===== src/rtl/core/rbb_iou_pkg.sv =====
`timescale 1ns / 1ps

package rbb_iou_pkg;

    // fixed point formats
    localparam int COORD_FRAC_BITS = 8;
    localparam int TRIG_FRAC_BITS  = 14;

    // field widths
    localparam int BOX_W   = 24;
    localparam int LABEL_W = 16;
    localparam int TRIG_W  = 16;
    localparam int SIZE_W  = 16;
    localparam int THR_W   = 17;
    localparam int CFG_IDX_W = 3;
    localparam int CFG_DATA_W = 17;

    // corner offset: x + w minus the source centre, plus sign
    localparam int SUM_W = BOX_W + 1;
    localparam int CTR_W = SIZE_W - 1 + COORD_FRAC_BITS;
    localparam int DX_W  = ((CTR_W > SUM_W) ? CTR_W : SUM_W) + 1;
    // rotation accumulator: two products of offset by trig value
    localparam int ACC_W = DX_W + TRIG_W + 1;
    // rotated coordinate, saturated to +/- 2^30
    localparam int COORD_W = 32;
    localparam int FRAME_W = SIZE_W + COORD_FRAC_BITS;

    // shared multiplier operands
    localparam int MUL_W  = 30;
    localparam int PROD_W = 2 * MUL_W;

    // register indexes
    localparam logic [CFG_IDX_W-1:0] CFG_COS   = 3'd0;
    localparam logic [CFG_IDX_W-1:0] CFG_SIN   = 3'd1;
    localparam logic [CFG_IDX_W-1:0] CFG_SRC_W = 3'd2;
    localparam logic [CFG_IDX_W-1:0] CFG_SRC_H = 3'd3;
    localparam logic [CFG_IDX_W-1:0] CFG_DST_W = 3'd4;
    localparam logic [CFG_IDX_W-1:0] CFG_DST_H = 3'd5;
    localparam logic [CFG_IDX_W-1:0] CFG_THR   = 3'd6;

    // datapath operations
    typedef enum logic [3:0] {
        OP_NONE,
        OP_LOAD,
        OP_ROT,
        OP_FIN,
        OP_BOX,
        OP_AREA,
        OP_UNION,
        OP_THR,
        OP_DECIDE
    } t_op;

    typedef struct packed {
        t_op        op;
        logic [1:0] corner;
        logic [1:0] sub;
    } t_cmd;

    // box payload, first field in the highest bits
    typedef struct packed {
        logic [LABEL_W-1:0] label;
        logic [BOX_W-1:0]   h;
        logic [BOX_W-1:0]   w;
        logic [BOX_W-1:0]   y;
        logic [BOX_W-1:0]   x;
    } t_box;

    typedef struct packed {
        t_box data;
        logic kept;
        logic last;
    } t_result;

endpackage


===== src/rtl/core/rbb_iou_ctrl.sv =====
`timescale 1ns / 1ps

module rbb_iou_ctrl (
    input  logic                  i_clk,
    input  logic                  i_rst_n,
    input  logic                  i_s_tvalid,
    output logic                  o_s_tready,
    output logic                  o_m_tvalid,
    input  logic                  i_m_tready,
    output rbb_iou_pkg::t_cmd     o_cmd
);

    typedef enum logic [2:0] {
        S_IDLE,
        S_ROT,
        S_FIN,
        S_BOX,
        S_AREA,
        S_UNION,
        S_THR,
        S_DECIDE
    } t_state;

    t_state     r_state, n_state;
    logic [1:0] r_corner, n_corner;
    logic [1:0] r_sub, n_sub;
    logic       r_ovalid, n_ovalid;
    logic       w_accept;
    logic       w_slot_free;

    assign o_s_tready  = (r_state == S_IDLE);
    assign o_m_tvalid  = r_ovalid;
    assign w_accept    = i_s_tvalid && (r_state == S_IDLE);
    assign w_slot_free = !r_ovalid || i_m_tready;

    // command decode
    always_comb begin
        o_cmd.corner = r_corner;
        o_cmd.sub    = r_sub;
        case (r_state)
            S_IDLE:   o_cmd.op = w_accept ? rbb_iou_pkg::OP_LOAD : rbb_iou_pkg::OP_NONE;
            S_ROT:    o_cmd.op = rbb_iou_pkg::OP_ROT;
            S_FIN:    o_cmd.op = rbb_iou_pkg::OP_FIN;
            S_BOX:    o_cmd.op = rbb_iou_pkg::OP_BOX;
            S_AREA:   o_cmd.op = rbb_iou_pkg::OP_AREA;
            S_UNION:  o_cmd.op = rbb_iou_pkg::OP_UNION;
            S_THR:    o_cmd.op = rbb_iou_pkg::OP_THR;
            S_DECIDE: o_cmd.op = w_slot_free ? rbb_iou_pkg::OP_DECIDE : rbb_iou_pkg::OP_NONE;
            default:  o_cmd.op = rbb_iou_pkg::OP_NONE;
        endcase
    end

    // sequencing
    always_comb begin
        n_state  = r_state;
        n_corner = r_corner;
        n_sub    = r_sub;
        n_ovalid = r_ovalid && !i_m_tready;
        case (r_state)
            S_IDLE: begin
                if (w_accept) begin
                    n_state  = S_ROT;
                    n_corner = '0;
                    n_sub    = '0;
                end
            end
            S_ROT: begin
                n_sub = r_sub + 2'd1;
                if (r_sub == 2'd3) begin
                    n_state = S_FIN;
                end
            end
            S_FIN: begin
                n_sub = '0;
                if (r_corner == 2'd3) begin
                    n_state  = S_BOX;
                    n_corner = '0;
                end else begin
                    n_state  = S_ROT;
                    n_corner = r_corner + 2'd1;
                end
            end
            S_BOX: begin
                n_state = S_AREA;
                n_sub   = '0;
            end
            S_AREA: begin
                if (r_sub == 2'd2) begin
                    n_state = S_UNION;
                    n_sub   = '0;
                end else begin
                    n_sub = r_sub + 2'd1;
                end
            end
            S_UNION: begin
                n_state = S_THR;
                n_sub   = '0;
            end
            S_THR: begin
                if (r_sub == 2'd1) begin
                    n_state = S_DECIDE;
                    n_sub   = '0;
                end else begin
                    n_sub = r_sub + 2'd1;
                end
            end
            S_DECIDE: begin
                if (w_slot_free) begin
                    n_state  = S_IDLE;
                    n_ovalid = 1'b1;
                end
            end
            default: begin
                n_state = S_IDLE;
            end
        endcase
    end

    always_ff @(posedge i_clk) begin
        if (!i_rst_n) begin
            r_state  <= S_IDLE;
            r_corner <= '0;
            r_sub    <= '0;
            r_ovalid <= 1'b0;
        end else begin
            r_state  <= n_state;
            r_corner <= n_corner;
            r_sub    <= n_sub;
            r_ovalid <= n_ovalid;
        end
    end

    // a request always starts at the first corner
    a_start: assert property (@(posedge i_clk) disable iff (!i_rst_n)
        w_accept |=> (r_state == S_ROT && r_corner == 2'd0 && r_sub == 2'd0))
        else $error("sequence did not start at first corner");

    // counters are parked while idle
    a_idle_cnt: assert property (@(posedge i_clk) disable iff (!i_rst_n)
        (r_state == S_IDLE) |-> (r_corner == 2'd0 && r_sub == 2'd0))
        else $error("counters not cleared in idle");

    // a new result only comes out of the decide step
    a_res_src: assert property (@(posedge i_clk) disable iff (!i_rst_n)
        $rose(r_ovalid) |-> $past(r_state == S_DECIDE))
        else $error("result raised outside decide");

    // decide waits while the output slot is held
    a_decide_hold: assert property (@(posedge i_clk) disable iff (!i_rst_n)
        (r_state == S_DECIDE && r_ovalid && !i_m_tready) |=> (r_state == S_DECIDE))
        else $error("result overwritten while stalled");

endmodule


===== config.mk =====
export PLATFORM = sky130hd
export DESIGN_NAME = rbb_iou_ctrl
export DESIGN_NICKNAME = d
export VERILOG_FILES = /design/src/rtl/core/rbb_iou_pkg.sv /design/src/rtl/core/rbb_iou_ctrl.sv
export SDC_FILE = /design/constraint.sdc
export NUM_CORES = 1
export LEC_CHECK = 0
export BUFFER_PORTS_ARGS = -buffer_cell sky130_fd_sc_hd__buf_4
export CORE_AREA = 2 2 42 44
export DETAILED_ROUTE_END_ITERATION = 6
export DIE_AREA = 0 0 44 46
export PLACE_DENSITY = 0.62
export SKIP_CTS_REPAIR_TIMING = 1
export SYNTH_ARGS = -nofsm -noshare
export SYNTH_HDL_FRONTEND = slang
export SYNTH_SLANG_ARGS = --single-unit

===== constraint.sdc =====
create_clock -name i_clk -period 2.35 [get_ports i_clk]
set_clock_uncertainty 0.1 [all_clocks]
set_input_delay 0.1175 -clock i_clk [delete_from_list [all_inputs] [get_ports i_clk]]
set_output_delay 0.1175 -clock i_clk [all_outputs]
set_load 0.05 [all_outputs]

; ---- After elaboration in Yosys (flattened, before gate mapping)
; Index checks and enable logic that the tools add are counted.
[totals]
ff_bits = 8
inputBits = 4
output_inout_bits = 10
wordCells = 52
[classes]
addsub = 2
eq_ne = 16
n_mux = 18
n_reduce_logical = 12
[op_table]
columns = cell, count
row1 = case mux 4 bit (8 select lines), 1
row2 = case mux 3 bit (8 select lines), 1
row3 = 2-to-1 mux 3 bit, 5
row4 = == test 3 bit (second input constant), 4
row5 = 2-to-1 mux 2 bit, 5
row6 = case mux 2 bit (5 select lines), 1
row7 = != test 2 bit (second input constant), 4
row8 = == test 2 bit (second input constant), 3
row9 = == test 3 x 2 -> 1 bit (second input constant), 2
row10 = AND reduction 5 bit, 1
row11 = nonzero test 5 bit, 1
row12 = adder 2 x 1 -> 2 bit (second input constant), 2
row13 = 2-to-1 mux 4 bit, 1
row14 = case mux 2 bit (2 select lines), 1
row15 = AND reduction 2 bit, 2
row16 = == test 3 x 1 -> 1 bit (second input constant), 1
row17 = zero test 3 bit, 1
row18 = 2-to-1 mux 1 bit, 3
row19 = OR reduction 3 bit, 1
row20 = == test 2 x 1 -> 1 bit (second input constant), 1
row21 = logical AND 1 bit, 2
row22 = zero test 1 bit, 2
row23 = != test 2 x 1 -> 1 bit (second input constant), 1
row24 = nonzero test 2 bit, 1
row25 = logical OR 1 bit, 1

; ---- Logic depth before layout (Yosys ltp)
; Gate-level depths: netlist of run 1.
[logic_depth]
word_depth = 4
mapped_depth = 7
ltp_nobuf = 6

; ---- Worst setup path after synthesis of run 1
; OpenSTA, ideal clock, no wires.
[synth_path]
path_kind = register to register
start = register r_sub[0]
end = register r_state[2]
setup_ns = 0.116
arrival_time_ns = 1.917
required_ns = 2.134
setup_slack_ns = 0.217
path_stages_with_launch = 7
path_buffers = 0
synth_period_minus_slack_ns = 2.133
path_cell_list = dfxtp_1 -> inv_1 -> ha_1 -> or2b_2 -> o22a_2 -> and2_4 -> a31o_1
[synth_between]
elab_chain_cells = 3
elab_cells_between_ends = 7
cone_classes = eq/ne: 6 / reduce/logical: 1
[synth_rtl]
columns = item, line_no
row1 = start: declaration, rbb_iou_ctrl.sv:26  ; logic [1:0] r_sub, n_sub;
row2 = start signal: assignment, rbb_iou_ctrl.sv:128  ; r_sub <= n_sub;
row3 = "== test 2 x 1 -> 1 bit, or another cell as far along", rbb_iou_ctrl.sv:100  ; if (r_sub == 2'd1) begin
row4 = != test 2 bit (no source line), -
row5 = AND reduction 5 bit (no source line) *, -
row6 = end signal: assignment, rbb_iou_ctrl.sv:126  ; r_state <= n_state;
row7 = end: declaration, rbb_iou_ctrl.sv:24  ; t_state r_state, n_state;
; Mark *: on every way between the ends. The rest lies on a longest branch, timed or not.
; A chain may end at the register's enable or synchronous reset.

; ---- Worst setup path after layout of run 1
[layout_path]
start = register r_state[1]
end = register r_state[2]
[layout_between]
elab_chain_cells = 4
elab_cells_between_ends = 16
cone_classes = eq/ne: 12 / mux: 1 / reduce/logical: 3
[layout_rtl]
columns = item, line_no
row1 = zero test 3 bit, "rbb_iou_ctrl.sv:33, rbb_iou_ctrl.sv:59"
row2 = logical AND 1 bit, rbb_iou_ctrl.sv:33  ; assign w_accept = i_s_tvalid && (r_state == S_IDLE);
row3 = != test 2 x 1 -> 1 bit (no source line), -
row4 = AND reduction 5 bit (no source line), -
; Parallel ways exist; a longest one is shown, timed or not.

==> results of run 1 <==
power by group through the flow:
stage                     clock network [uW]  logic (uW)  registers [uW]
after floorplan                            0         628             214
after global placement                     0         768             205
after detailed placement                   0         772             205
after CTS                                121         775             202
after global routing                     125         841             210
final                                    116         774             202
critical path: stages (launching register included):
cell and delay, ns:
dfxtp_1 0.33, inv_1 0.08, ha_1 0.38, or2b_2 0.35, o22a_2 0.24, and2_4 0.15
a31o_1 0.20
worst min-delay path by stage:
stage,startpoint,to,depth (start not counted)
2_1_floorplan,i_rst_n,r_state[0],1
3_3_place_gp,i_rst_n,r_state[2],2
3_5_place_dp,i_rst_n,r_state[2],2
4_1_cts,i_rst_n,r_state[2],2
5_1_grt,i_m_tready,o_m_tvalid,3
6_report,i_m_tready,o_m_tvalid,3
logic make-up after synthesis:
kind of cell | after synthesis | share of synthesized area
and+or+nand+nor | 25 | 0.224
AOI/OAI and AO/OA | 23 | 0.240
buffers and inverters | 11 | 0.0850
adders and majority gates | 10 | 0.185
DFF | 8 | 0.237
muxes | 2 | 0.0296
routing by layer:
| layer | GRT usage | vias up | routed length, um |
|---|---|---|---|
| met2 | 0.226 | 12 | 608 |
| met1 | 0.195 | 255 | 653 |
| li1 | - | 304 | - |
| met5 | 0 | - | 0 |
| met3 | 0.0675 | 2 | 79 |
| met4 | 0.0545 | 0 | 15 |
area by class of cell:
| class | instances | area, sq um | area share |
|---|---|---|---|
| clock buffer | 3 | 22.5 | 0.0283 |
| inverter | 7 | 26.3 | 0.0330 |
| multi-input combinational | 60 | 459 | 0.576 |
| sequential | 8 | 160 | 0.201 |
| tap | 17 | 21.3 | 0.0267 |
| timing repair buffer | 14 | 108 | 0.135 |
stage by stage:
stage,power [uW],util,cells
floorplan,842,-,79
global placement,973,0.474,105
detailed placement,977,0.474,105
CTS,1100,0.488,108
global route,1180,0.494,109
finish,1090,0.494,109
state kept, by name, summed over array words and instances, names as in the netlist:
name        flops
r_state         3
r_corner        2
r_sub           2
o_m_tvalid      1
cells in the mapped netlist, drive strengths merged (2+ instances only):
master,instances
ha,10
dfxtp,8
inv,7
o21ai,6
a21oi,5
nand2,5
nor2,4
nor2b,4
a211oi,2
a22oi,2
and3,2
buf,2
clkbuf,2
mux2i,2
nand3b,2
o211a,2
or2b,2
==> implementation parameters, run 1 <==
Parameter                              Value

Placement
  Instance area at placement ... 764 sq um
  Placer's final routability congestion estimate ... 0.845
  HPWL reported at the end of detailed placement ... 1010 um
  Worst setup slack before clock tree synthesis ... 0.413 ns
  Total of buffers placed on input and output ports ... 13

Setup path
  R2r setup slk ... 0.39 ns
  Critical path capture point type ... flop
  Crit path max fanout ... 12
  Data required time at the worst endpoint ... 2.41 ns
  Crit path launch type ... flop
  Signal arrival time at the worst endpoint ... 2.01 ns
  Start of the worst register-to-register path ... r_state[1]
  Kind of critical path ... flop to flop
  Timing startpoint of the critical path ... r_state[1]
  Depth of the worst register-to-register path ... 6
  Worst Setup EP ... r_state[2]
  Endpoint of the lowest-slack register-to-register path ... r_state[2]

STA
  Final worst setup slack ... 0.394 ns
  Final worst hold slack ... 0.0205 ns
  Worst rel slew slack ... 0.629
  Peak Freq ... 0.511 GHz
  Total Negative Setup Slacks ... 0 ns
  Final Max Slew Viols ... 0
  Tmin final ... 1.96 ns
  Setup violation total in the final timing report ... 0
  Final critical-path share of the clock period ... 0.832
  RSZ-0062 raised after global routing ... false
  Hold violation total from the final report ... 0
  Slew at the pin with the worst max-slew slack ... 0.550 ns

Logic synthesis
  Synth top area share ... 0.237
  Proportion of synthesized chip area in sequential cells ... 0.237
  Cell taking the most area after synthesis ... dfxtp_1
  Fraction of registers with async set/reset ... 0
  Post-synthesis instance total ... 79
  Avg Synthesized Cell Area ... 8.57 sq um
  Count of unique library cells instantiated by Yosys ... 33
  Largest cells by area after synthesis ... dfxtp_1 24%, ha_1 18%, o21ai_0 4.4%
  Post-Synthesis Net Count ... 93
  Most used flip-flop cell after synthesis ... dfxtp_1
  Post-synthesis register bit count ... 8
  Netlist area before placement ... 677 sq um
  Count of flip-flops with a built-in enable after synthesis ... 0
  Yosys warning total ... 0

Die
  IO Pins ... 14
  Std-Cell Core Area ... 0.00161 sq mm
  Site Rows ... 15
  Area of the die ... 0.00202 sq mm
  Die width ... 44 um
  Starting utilization of the core area ... 0.419
  Die H ... 46 um

Power and ir drop
  Design internal power ... 512 uW
  Power density of the placed cells ... 1370 mW/mm^2
  Sw power ... 581 uW
  Combinational fraction of design power ... 0.709
  Leak ... 0.000370 uW
  Relative contribution of the clock network to total power ... 0.106
  Seq pwr share ... 0.185
  Switching fraction of total power ... 0.532
  Largest voltage drop on the vdd net ... 0.634 mV

GRT
  Maximum number of pins on one net before global-route repair ... 16
  Via count of the first global-routing pass ... 504
  Total global routing overflow ... 0
  Antenna violations before repair ... 0
  Wire length of the first global-routing pass ... 2210 um
  All-layer global routing usage ... 0.153

Route
  Antenna-violating nets left ... 0
  Via count ... 573
  Initial DRC Count ... 10
  Per-cell routed wire length ... 12.4 um
  Wire length after detailed routing ... 1360 um
  Initial DRT Pass Iterations ... 3
  Drt drc ... 0
  Avg Vias per Cell ... 5.26

CTS
  Sink Count ... 8
  Post-CTS clock slew at the launch and capture registers of the worst setup and hold paths ... 0.06 ns
  Depth of the CTS H-tree ... 1
  CTS Root Cell ... clkbuf_4
  CTS tree ... built
  Deepest clock path buffer count ... 2
  Total clock buffers created by CTS ... 3
  Skew-Pair Late Insertion Delay ... 0.27 ns

Cells and area
  Final instance area ... 797 sq um
  Final layout net count ... 108
  Most common cell after layout, fill and taps aside ... buf_4
  Diode insertion count for antenna repair ... 0
  Filler Cell Count ... 159
  Share of post-route cells with drive strength above 1 ... 0.250
  Commonest non-fill, non-tap cells in the layout ... 13 x buf_4, 10 x ha_1, 8 x dfxtp_1, 7 x inv_1, 6 x o21ai_0
  Area added between synthesis and finish ... 17.7%

Job
  Number of max-capacitance violations reported ... 0

Run status
  Run status ... complete, no violations

Worst hold path
  Worst Hold Class ... input pin to flop
Power figures use the tool's default switching activity.
==> inputs of run 2 (changes only) <==
==> constraint.sdc (replaced) <==
create_clock -name i_clk -period 1.9 [get_ports i_clk]
set_clock_uncertainty 0.1 [all_clocks]
set_input_delay 0.095 -clock i_clk [delete_from_list [all_inputs] [get_ports i_clk]]
set_output_delay 0.095 -clock i_clk [all_outputs]
set_load 0.05 [all_outputs]
==> implementation parameters, run 2 (synthesized netlist as in run 1, its figures left out) <==
Parameter                              Value

Run status
  Run status ... complete, no violations (unchanged)

Worst hold path
  Worst Hold Class ... input pin to flop (unchanged)

Route
  Initial DRT Pass Iterations ... 4 (was 3)
  Wire length after detailed routing ... 1470 um (was 1360 um)
  Antenna-violating nets left ... 0 (unchanged)
  Avg Vias per Cell ... 5.41 (was 5.26)
  Via count ... 611 (was 573)
  Drt drc ... 0 (unchanged)
  Per-cell routed wire length ... 13.0 um (was 12.4 um)
  Initial DRC Count ... 5 (was 10)

Setup path
  Signal arrival time at the worst endpoint ... 1.81 ns (was 2.01 ns)
  Slowest cell on the critical path ... dfxtp_2 (was ha_1)
  Crit path launch type ... flop (unchanged)
  Worst path top cell family by delay ... simple AND/OR/NAND/NOR gates (unchanged)
  Crit path max fanout ... 4 (was 12)
  Cell-by-cell trace of the critical path ... inv_1 > ha_1 > or2b_2 > o22a_2 > and2_4 > a311oi_2 (was inv_1 > ha_1 > or2b_2 > o22a_2 > and2_4 > a31o_1)
  Combined buffer and inverter count along the critical path ... 1 (unchanged)
  Kind of critical path ... flop to flop (unchanged)
  Max stage delay on crit path ... 0.34 ns (was 0.38 ns)
  Critical path capture point type ... flop (unchanged)
  Data required time at the worst endpoint ... 1.96 ns (was 2.41 ns)

Placement
  Total of buffers placed on input and output ports ... 13 (unchanged)
  Placer's final routability congestion estimate ... 0.805 (was 0.845)
  HPWL reported at the end of detailed placement ... 1090 um (was 1010 um)

Die
  IO Pins ... 14 (unchanged)
  Std-Cell Core Area ... 0.00161 sq mm (unchanged)
  Die width ... 44 um (unchanged)
  Site Rows ... 15 (unchanged)
  Starting utilization of the core area ... 0.419 (unchanged)
  Area of the die ... 0.00202 sq mm (unchanged)
  Die H ... 46 um (unchanged)

CTS
  Post-CTS clock slew at the launch and capture registers of the worst setup and hold paths ... 0.06 ns (about the same)
  Total clock buffers created by CTS ... 3 (unchanged)
  Skew-Pair Late Insertion Delay ... 0.25 ns (was 0.27 ns)
  Deepest clock path buffer count ... 2 (unchanged)
  CTS tree ... built (unchanged)
  CTS Root Cell ... clkbuf_4 (unchanged)
  Depth of the CTS H-tree ... 1 (unchanged)
  Sink Count ... 8 (unchanged)

STA
  Worst rel slew slack ... 0.688 (was 0.629)
  Peak Freq ... 0.574 GHz (was 0.511 GHz)
  Setup violation total in the final timing report ... 0 (unchanged)
  Tmin final ... 1.74 ns (was 1.96 ns)
  RSZ-0062 raised after global routing ... false (unchanged)
  Total Negative Setup Slacks ... 0 ns (unchanged)
  Slew at the pin with the worst max-slew slack ... 0.463 ns (was 0.550 ns)
  Hold violation total from the final report ... 0 (unchanged)
  Final worst hold slack ... 0.0162 ns (was 0.0205 ns)
  Final critical-path share of the clock period ... 0.917 (was 0.832)
  Final Max Slew Viols ... 0 (unchanged)

Power and ir drop
  Leak ... 0.000385 uW (was 0.000370 uW)
  Largest voltage drop on the vdd net ... 1.16 mV (was 0.634 mV)
  Power density of the placed cells ... 1690 mW/mm^2 (was 1370 mW/mm^2)
  Total power ... 1420 uW (was 1090 uW)

Cells and area
  Area added between synthesis and finish ... 23.5% (was 17.7%)
  Diode insertion count for antenna repair ... 0 (unchanged)
  Final layout net count ... 111 (was 108)
  Commonest non-fill, non-tap cells in the layout ... 16 x buf_4, 8 x ha_1, 7 x inv_1, 6 x o21ai_0 (was 13 x buf_4, 10 x ha_1, 8 x dfxtp_1, 7 x inv_1, 6 x o21ai_0)
  Filler Cell Count ... 160 (was 159)
  Number of flip-flops in the largest register ... 3 (unchanged)
  Most common cell after layout, fill and taps aside ... buf_4 (unchanged)
  Share of post-route cells with drive strength above 1 ... 0.333 (was 0.250)
  Registers with the highest flip-flop counts ... r_state x3, r_corner x2, r_sub x2 (unchanged)
  Register with the highest flop count ... r_state (unchanged)

GRT
  All-layer global routing usage ... 0.162 (was 0.153)
  Total global routing overflow ... 0 (unchanged)
  Antenna violations before repair ... 0 (unchanged)
  Via count of the first global-routing pass ... 548 (was 504)
  Wire length of the first global-routing pass ... 2400 um (was 2210 um)
  Maximum number of pins on one net before global-route repair ... 16 (unchanged)

Job
  Number of max-capacitance violations reported ... 0 (unchanged)
[run 2: changes by cell type in the layout (fill, tap and decap cells not counted)]
| cell | change |
|---|---|
| dfxtp_1 | -4 |
| buf_4 | +3 |
| dfxtp_2 | +3 |
| ha_1 | -2 |
| ha_2 | +2 |
| clkbuf_1 | +1 |
| dfxtp_4 | +1 |
[run 2: where the power goes]
group          switching, uW  leakage (uW)  total, uW  internal, uW
Sequential              50.5     0.0000669        260           210
Clock                   66.1     0.0000150        147          80.9
Combinational            616      0.000303       1010           394
Total                    732      0.000385       1420           684
[run 2: area by class of cell]
| class | instances | area [sq um] | area share |
|---|---|---|---|
| clock buffer | 4 | 26.3 | 0.0314 |
| inverter | 7 | 26.3 | 0.0314 |
| multi-input combinational | 60 | 464 | 0.555 |
| sequential | 8 | 168 | 0.201 |
| tap | 17 | 21.3 | 0.0254 |
| timing repair buffer | 17 | 130 | 0.156 |
[run 2: per-stage QoR]
| step | setup slack, ns | util | cell area, sq um | instances |
|---|---|---|---|---|
| 3_3_place_gp | 0.177 | 0.491 | 792 | 108 |
| 5_1_grt | 0.0392 | 0.518 | 836 | 113 |
| 3_5_place_dp | 0.167 | 0.491 | 792 | 108 |
| 4_1_cts | 0.0878 | 0.507 | 818 | 112 |
| 6_report | 0.158 | 0.518 | 836 | 113 |
| 2_1_floorplan | 0.0996 | - | 682 | 79 |
[run 2: path summary, 6_finish.rpt]
path              cells after the start  slack, ns         end  startpoint
hold / removal                        3       0.02  o_m_tvalid  i_m_tready
setup reg to reg                      6       0.16  r_state[1]  r_state[0]
hold reg to reg                       2       0.41    r_sub[0]    r_sub[0]
setup / recovery                      6       0.16  r_state[1]  r_state[0]
[run 2: routing by layer]
metal,global-route usage,vias up,wire length (um)
met5,0,-,0
met4,0.0788,0,8
met3,0.0278,2,55
met2,0.247,10,651
met1,0.220,284,752
li1,-,315,-
[run 2: worst min-delay path, cell delays in order]
cell     delay [ns]
buf_4          0.08
or2b_4         0.10
a21oi_1        0.05
==> inputs of run 3 (changes only) <==
--- a/config.mk
+++ b/config.mk
@@ -5,11 +5,14 @@
 export SDC_FILE = /design/constraint.sdc
 export NUM_CORES = 1
 export LEC_CHECK = 0
+export ABC_AREA = 1
 export BUFFER_PORTS_ARGS = -buffer_cell sky130_fd_sc_hd__buf_4
-export CORE_AREA = 2 2 42 44
+export CAP_MARGIN = 0
+export CORE_AREA = 2 2 43 45
+export CTS_CLUSTER_SIZE = 12
 export DETAILED_ROUTE_END_ITERATION = 6
-export DIE_AREA = 0 0 44 46
-export PLACE_DENSITY = 0.62
+export DIE_AREA = 0 0 45 47
+export PLACE_DENSITY = 0.61
 export SKIP_CTS_REPAIR_TIMING = 1
 export SYNTH_ARGS = -nofsm -noshare
 export SYNTH_HDL_FRONTEND = slang
==> implementation parameters, run 3 <==
Parameter                              Value

Logic synthesis
  Post-synthesis instance total ... 105 (was 79)
  Proportion of synthesized chip area in sequential cells ... 0.227 (was 0.237)
  Yosys warning total ... 0 (unchanged)
  Count of flip-flops with a built-in enable after synthesis ... 0 (unchanged)
  Fraction of registers with async set/reset ... 0 (unchanged)
  Avg Synthesized Cell Area ... 6.72 sq um (was 8.57 sq um)
  Cell taking the most area after synthesis ... dfxtp_1 (unchanged)
  Post-Synthesis Net Count ... 119 (was 93)
  Most numerous cell types in the synthesized netlist ... 28 x nand2_1, 15 x inv_1, 13 x nor2_1 (was 10 x ha_1, 8 x dfxtp_1, 7 x inv_1)
  Post-synthesis register bit count ... 8 (unchanged)
  Synth top area share ... 0.227 (was 0.237)
  Most frequent cell after synthesis ... nand2_1 (was ha_1)
  Count of unique library cells instantiated by Yosys ... 22 (was 33)
  Most used flip-flop cell after synthesis ... dfxtp_1 (unchanged)
  Netlist area before placement ... 706 sq um (was 677 sq um)
  Largest cells by area after synthesis ... dfxtp_1 23%, ha_1 18%, nand2_1 15% (was dfxtp_1 24%, ha_1 18%, o21ai_0 4.4%)

Cells and area
  Share of post-route cells with drive strength above 1 ... 0.319 (was 0.333)
  Area added between synthesis and finish ... 20.6% (was 23.5%)
  Registers with the highest flip-flop counts ... r_state x3, r_corner x2, r_sub x2 (unchanged)
  Diode insertion count for antenna repair ... 0 (unchanged)
  Register with the highest flop count ... r_state (unchanged)
  Most common cell after layout, fill and taps aside ... nand2_1 (was buf_4)
  Number of flip-flops in the largest register ... 3 (unchanged)
  Commonest non-fill, non-tap cells in the layout ... 28 x nand2_1, 15 x inv_1, 13 x buf_4, 12 x nor2_1, 9 x ha_1 (was 16 x buf_4, 8 x ha_1, 7 x inv_1, 6 x o21ai_0)
  Final layout net count ... 135 (was 111)

Setup path
  Data required time at the worst endpoint ... 1.70 ns (was 1.96 ns)
  Cell-by-cell trace of the critical path ... inv_1 > ha_1 > inv_1 > nor2_2 > nor4_2 > a21oi_2 > buf_4 (was inv_1 > ha_1 > or2b_2 > o22a_2 > and2_4 > a311oi_2)
  Kind of critical path ... flop to output pin (was flop to flop)
  Critical path capture point type ... output pin (was flop)
  Slowest cell on the critical path ... dfxtp_2 (unchanged)
  Max stage delay on crit path ... 0.35 ns (was 0.34 ns)
  Most common cell on crit path ... inv_1
  Crit path launch type ... flop (unchanged)
  Signal arrival time at the worst endpoint ... 1.61 ns (was 1.81 ns)
  Crit path max fanout ... 4 (unchanged)

Die
  Std-Cell Core Area ... 0.00165 sq mm (was 0.00161 sq mm)
  Starting utilization of the core area ... 0.427 (was 0.419)
  Die width ... 45 um (was 44 um)
  IO Pins ... 14 (unchanged)
  Area of the die ... 0.00212 sq mm (was 0.00202 sq mm)
  Site Rows ... 15 (unchanged)
  Die H ... 47 um (was 46 um)

GRT
  Total global routing overflow ... 0 (unchanged)
  All-layer global routing usage ... 0.152 (was 0.162)
  Wire length of the first global-routing pass ... 2360 um (was 2400 um)
  Maximum number of pins on one net before global-route repair ... 9 (was 16)
  Antenna violations before repair ... 0 (unchanged)
  Via count of the first global-routing pass ... 583 (was 548)

CTS
  Skew-Pair Late Insertion Delay ... 0.25 ns (about the same)
  Deepest clock path buffer count ... 2 (unchanged)
  CTS tree ... built (unchanged)
  Total clock buffers created by CTS ... 3 (unchanged)
  CTS Root Cell ... clkbuf_4 (unchanged)
  Post-CTS clock slew at the launch and capture registers of the worst setup and hold paths ... 0.06 ns (about the same)
  Depth of the CTS H-tree ... 1 (unchanged)
  Sink Count ... 8 (unchanged)

STA
  Final critical-path share of the clock period ... 0.948 (was 0.917)
  Setup violation total in the final timing report ... 0 (unchanged)
  Hold violation total from the final report ... 0 (unchanged)
  Final Max Slew Viols ... 0 (unchanged)
  Tmin final ... 1.80 ns (was 1.74 ns)
  Slew at the pin with the worst max-slew slack ... 0.399 ns (was 0.463 ns)
  Worst rel slew slack ... 0.734 (was 0.688)
  Final worst setup slack ... 0.0979 ns (was 0.158 ns)
  Peak Freq ... 0.555 GHz (was 0.574 GHz)

Job
  Number of max-capacitance violations reported ... 0 (unchanged)

Power and ir drop
  Design internal power ... 649 uW (was 684 uW)
  Leak ... 0.000447 uW (was 0.000385 uW)
  Largest voltage drop on the vdd net ... 0.990 mV (was 1.16 mV)
  Sw power ... 864 uW (was 732 uW)
  Relative contribution of the clock network to total power ... 0.084 (was 0.104)
  Power density of the placed cells ... 1780 mW/mm^2 (was 1690 mW/mm^2)
  Switching fraction of total power ... 0.571 (was 0.517)
  Total power ... 1510 uW (was 1420 uW)
  Seq pwr share ... 0.188 (was 0.184)
  Combinational fraction of design power ... 0.727 (was 0.712)

Route
  Initial DRT Pass Iterations ... 4 (unchanged)
  Via count ... 656 (was 611)
  Drt drc ... 0 (unchanged)
  Initial DRC Count ... 3 (was 5)
  Per-cell routed wire length ... 10.3 um (was 13.0 um)
  Avg Vias per Cell ... 4.82 (was 5.41)
  Antenna-violating nets left ... 0 (unchanged)
  Wire length after detailed routing ... 1400 um (was 1470 um)

Worst hold path
  Worst Hold Class ... input pin to flop (unchanged)

Placement
  HPWL reported at the end of detailed placement ... 1150 um (was 1090 um)
  Total of buffers placed on input and output ports ... 13 (unchanged)
  Worst setup slack before clock tree synthesis ... 0.274 ns (was 0.167 ns)
  Placer's final routability congestion estimate ... 0.737 (was 0.805)

Run status
  Run status ... complete, no violations (unchanged)
run 3: power by group through the flow:
stage | registers, uW | logic [uW] | clock network, uW
global route | 294 | 1220 | 136
detailed placement | 283 | 1080 | 0
finish | 285 | 1100 | 127
CTS | 279 | 1080 | 132
global placement | 279 | 1080 | 0
floorplan | 346 | 809 | 0
run 3: final timing paths:
path                            startpoint          to  slack (ns)  depth (start not counted)
worst max-delay path            r_state[0]    o_cmd[4]         0.1                          7
worst min-delay path               i_rst_n  r_state[1]      0.0009                          3
worst max register to register  r_state[0]  r_state[0]        0.32                         10
worst min register to register  r_state[1]  r_state[1]        0.40                          2
run 3: metrics by stage:
stage          cells   TNS, ns  hold slack, ns  area (sq um)   util
6_report         136         0        0.000938           851  0.515
5_1_grt          136   -0.0504          0.0336           851  0.515
4_1_cts          136  -0.00496         0.00485           832  0.504
3_5_place_dp     133         0           0.271           810  0.490
3_3_place_gp     133         0           0.265           810  0.490
2_1_floorplan    105         0           0.116           709      -
run 3: cell type report:
type                            instances  area [sq um]
Timing Repair Buffer                   13          97.6
Sequential cell                         8           163
Multi-Input combinational cell         78           483
Tap cell                               17          21.3
Inverter                               17          63.8
Fill cell                             170           801
Clock buffer                            3          22.5
run 3: worst max-delay path: cells and delay by family (launching register included):
kind | cells | cell delay [ns]
compound gates | 1 | 0.08
fa+ha+maj | 1 | 0.25
buf+inv | 3 | 0.34
flops | 1 | 0.35
simple gates | 2 | 0.33
run 3: metal layers:
metal  wire (um)  vias up  track usage
met4          13        0       0.0882
met5           0        -            0
met1         646      290        0.194
met3          66        2       0.0154
met2         676       14        0.249
li1            -      350            -
run 3: kinds of logic after synthesis:
kind of cell / share of synthesized area
simple gates: 0.372
buf+inv: 0.117
compound gates: 0.106
fa+ha+maj: 0.177
flops: 0.227
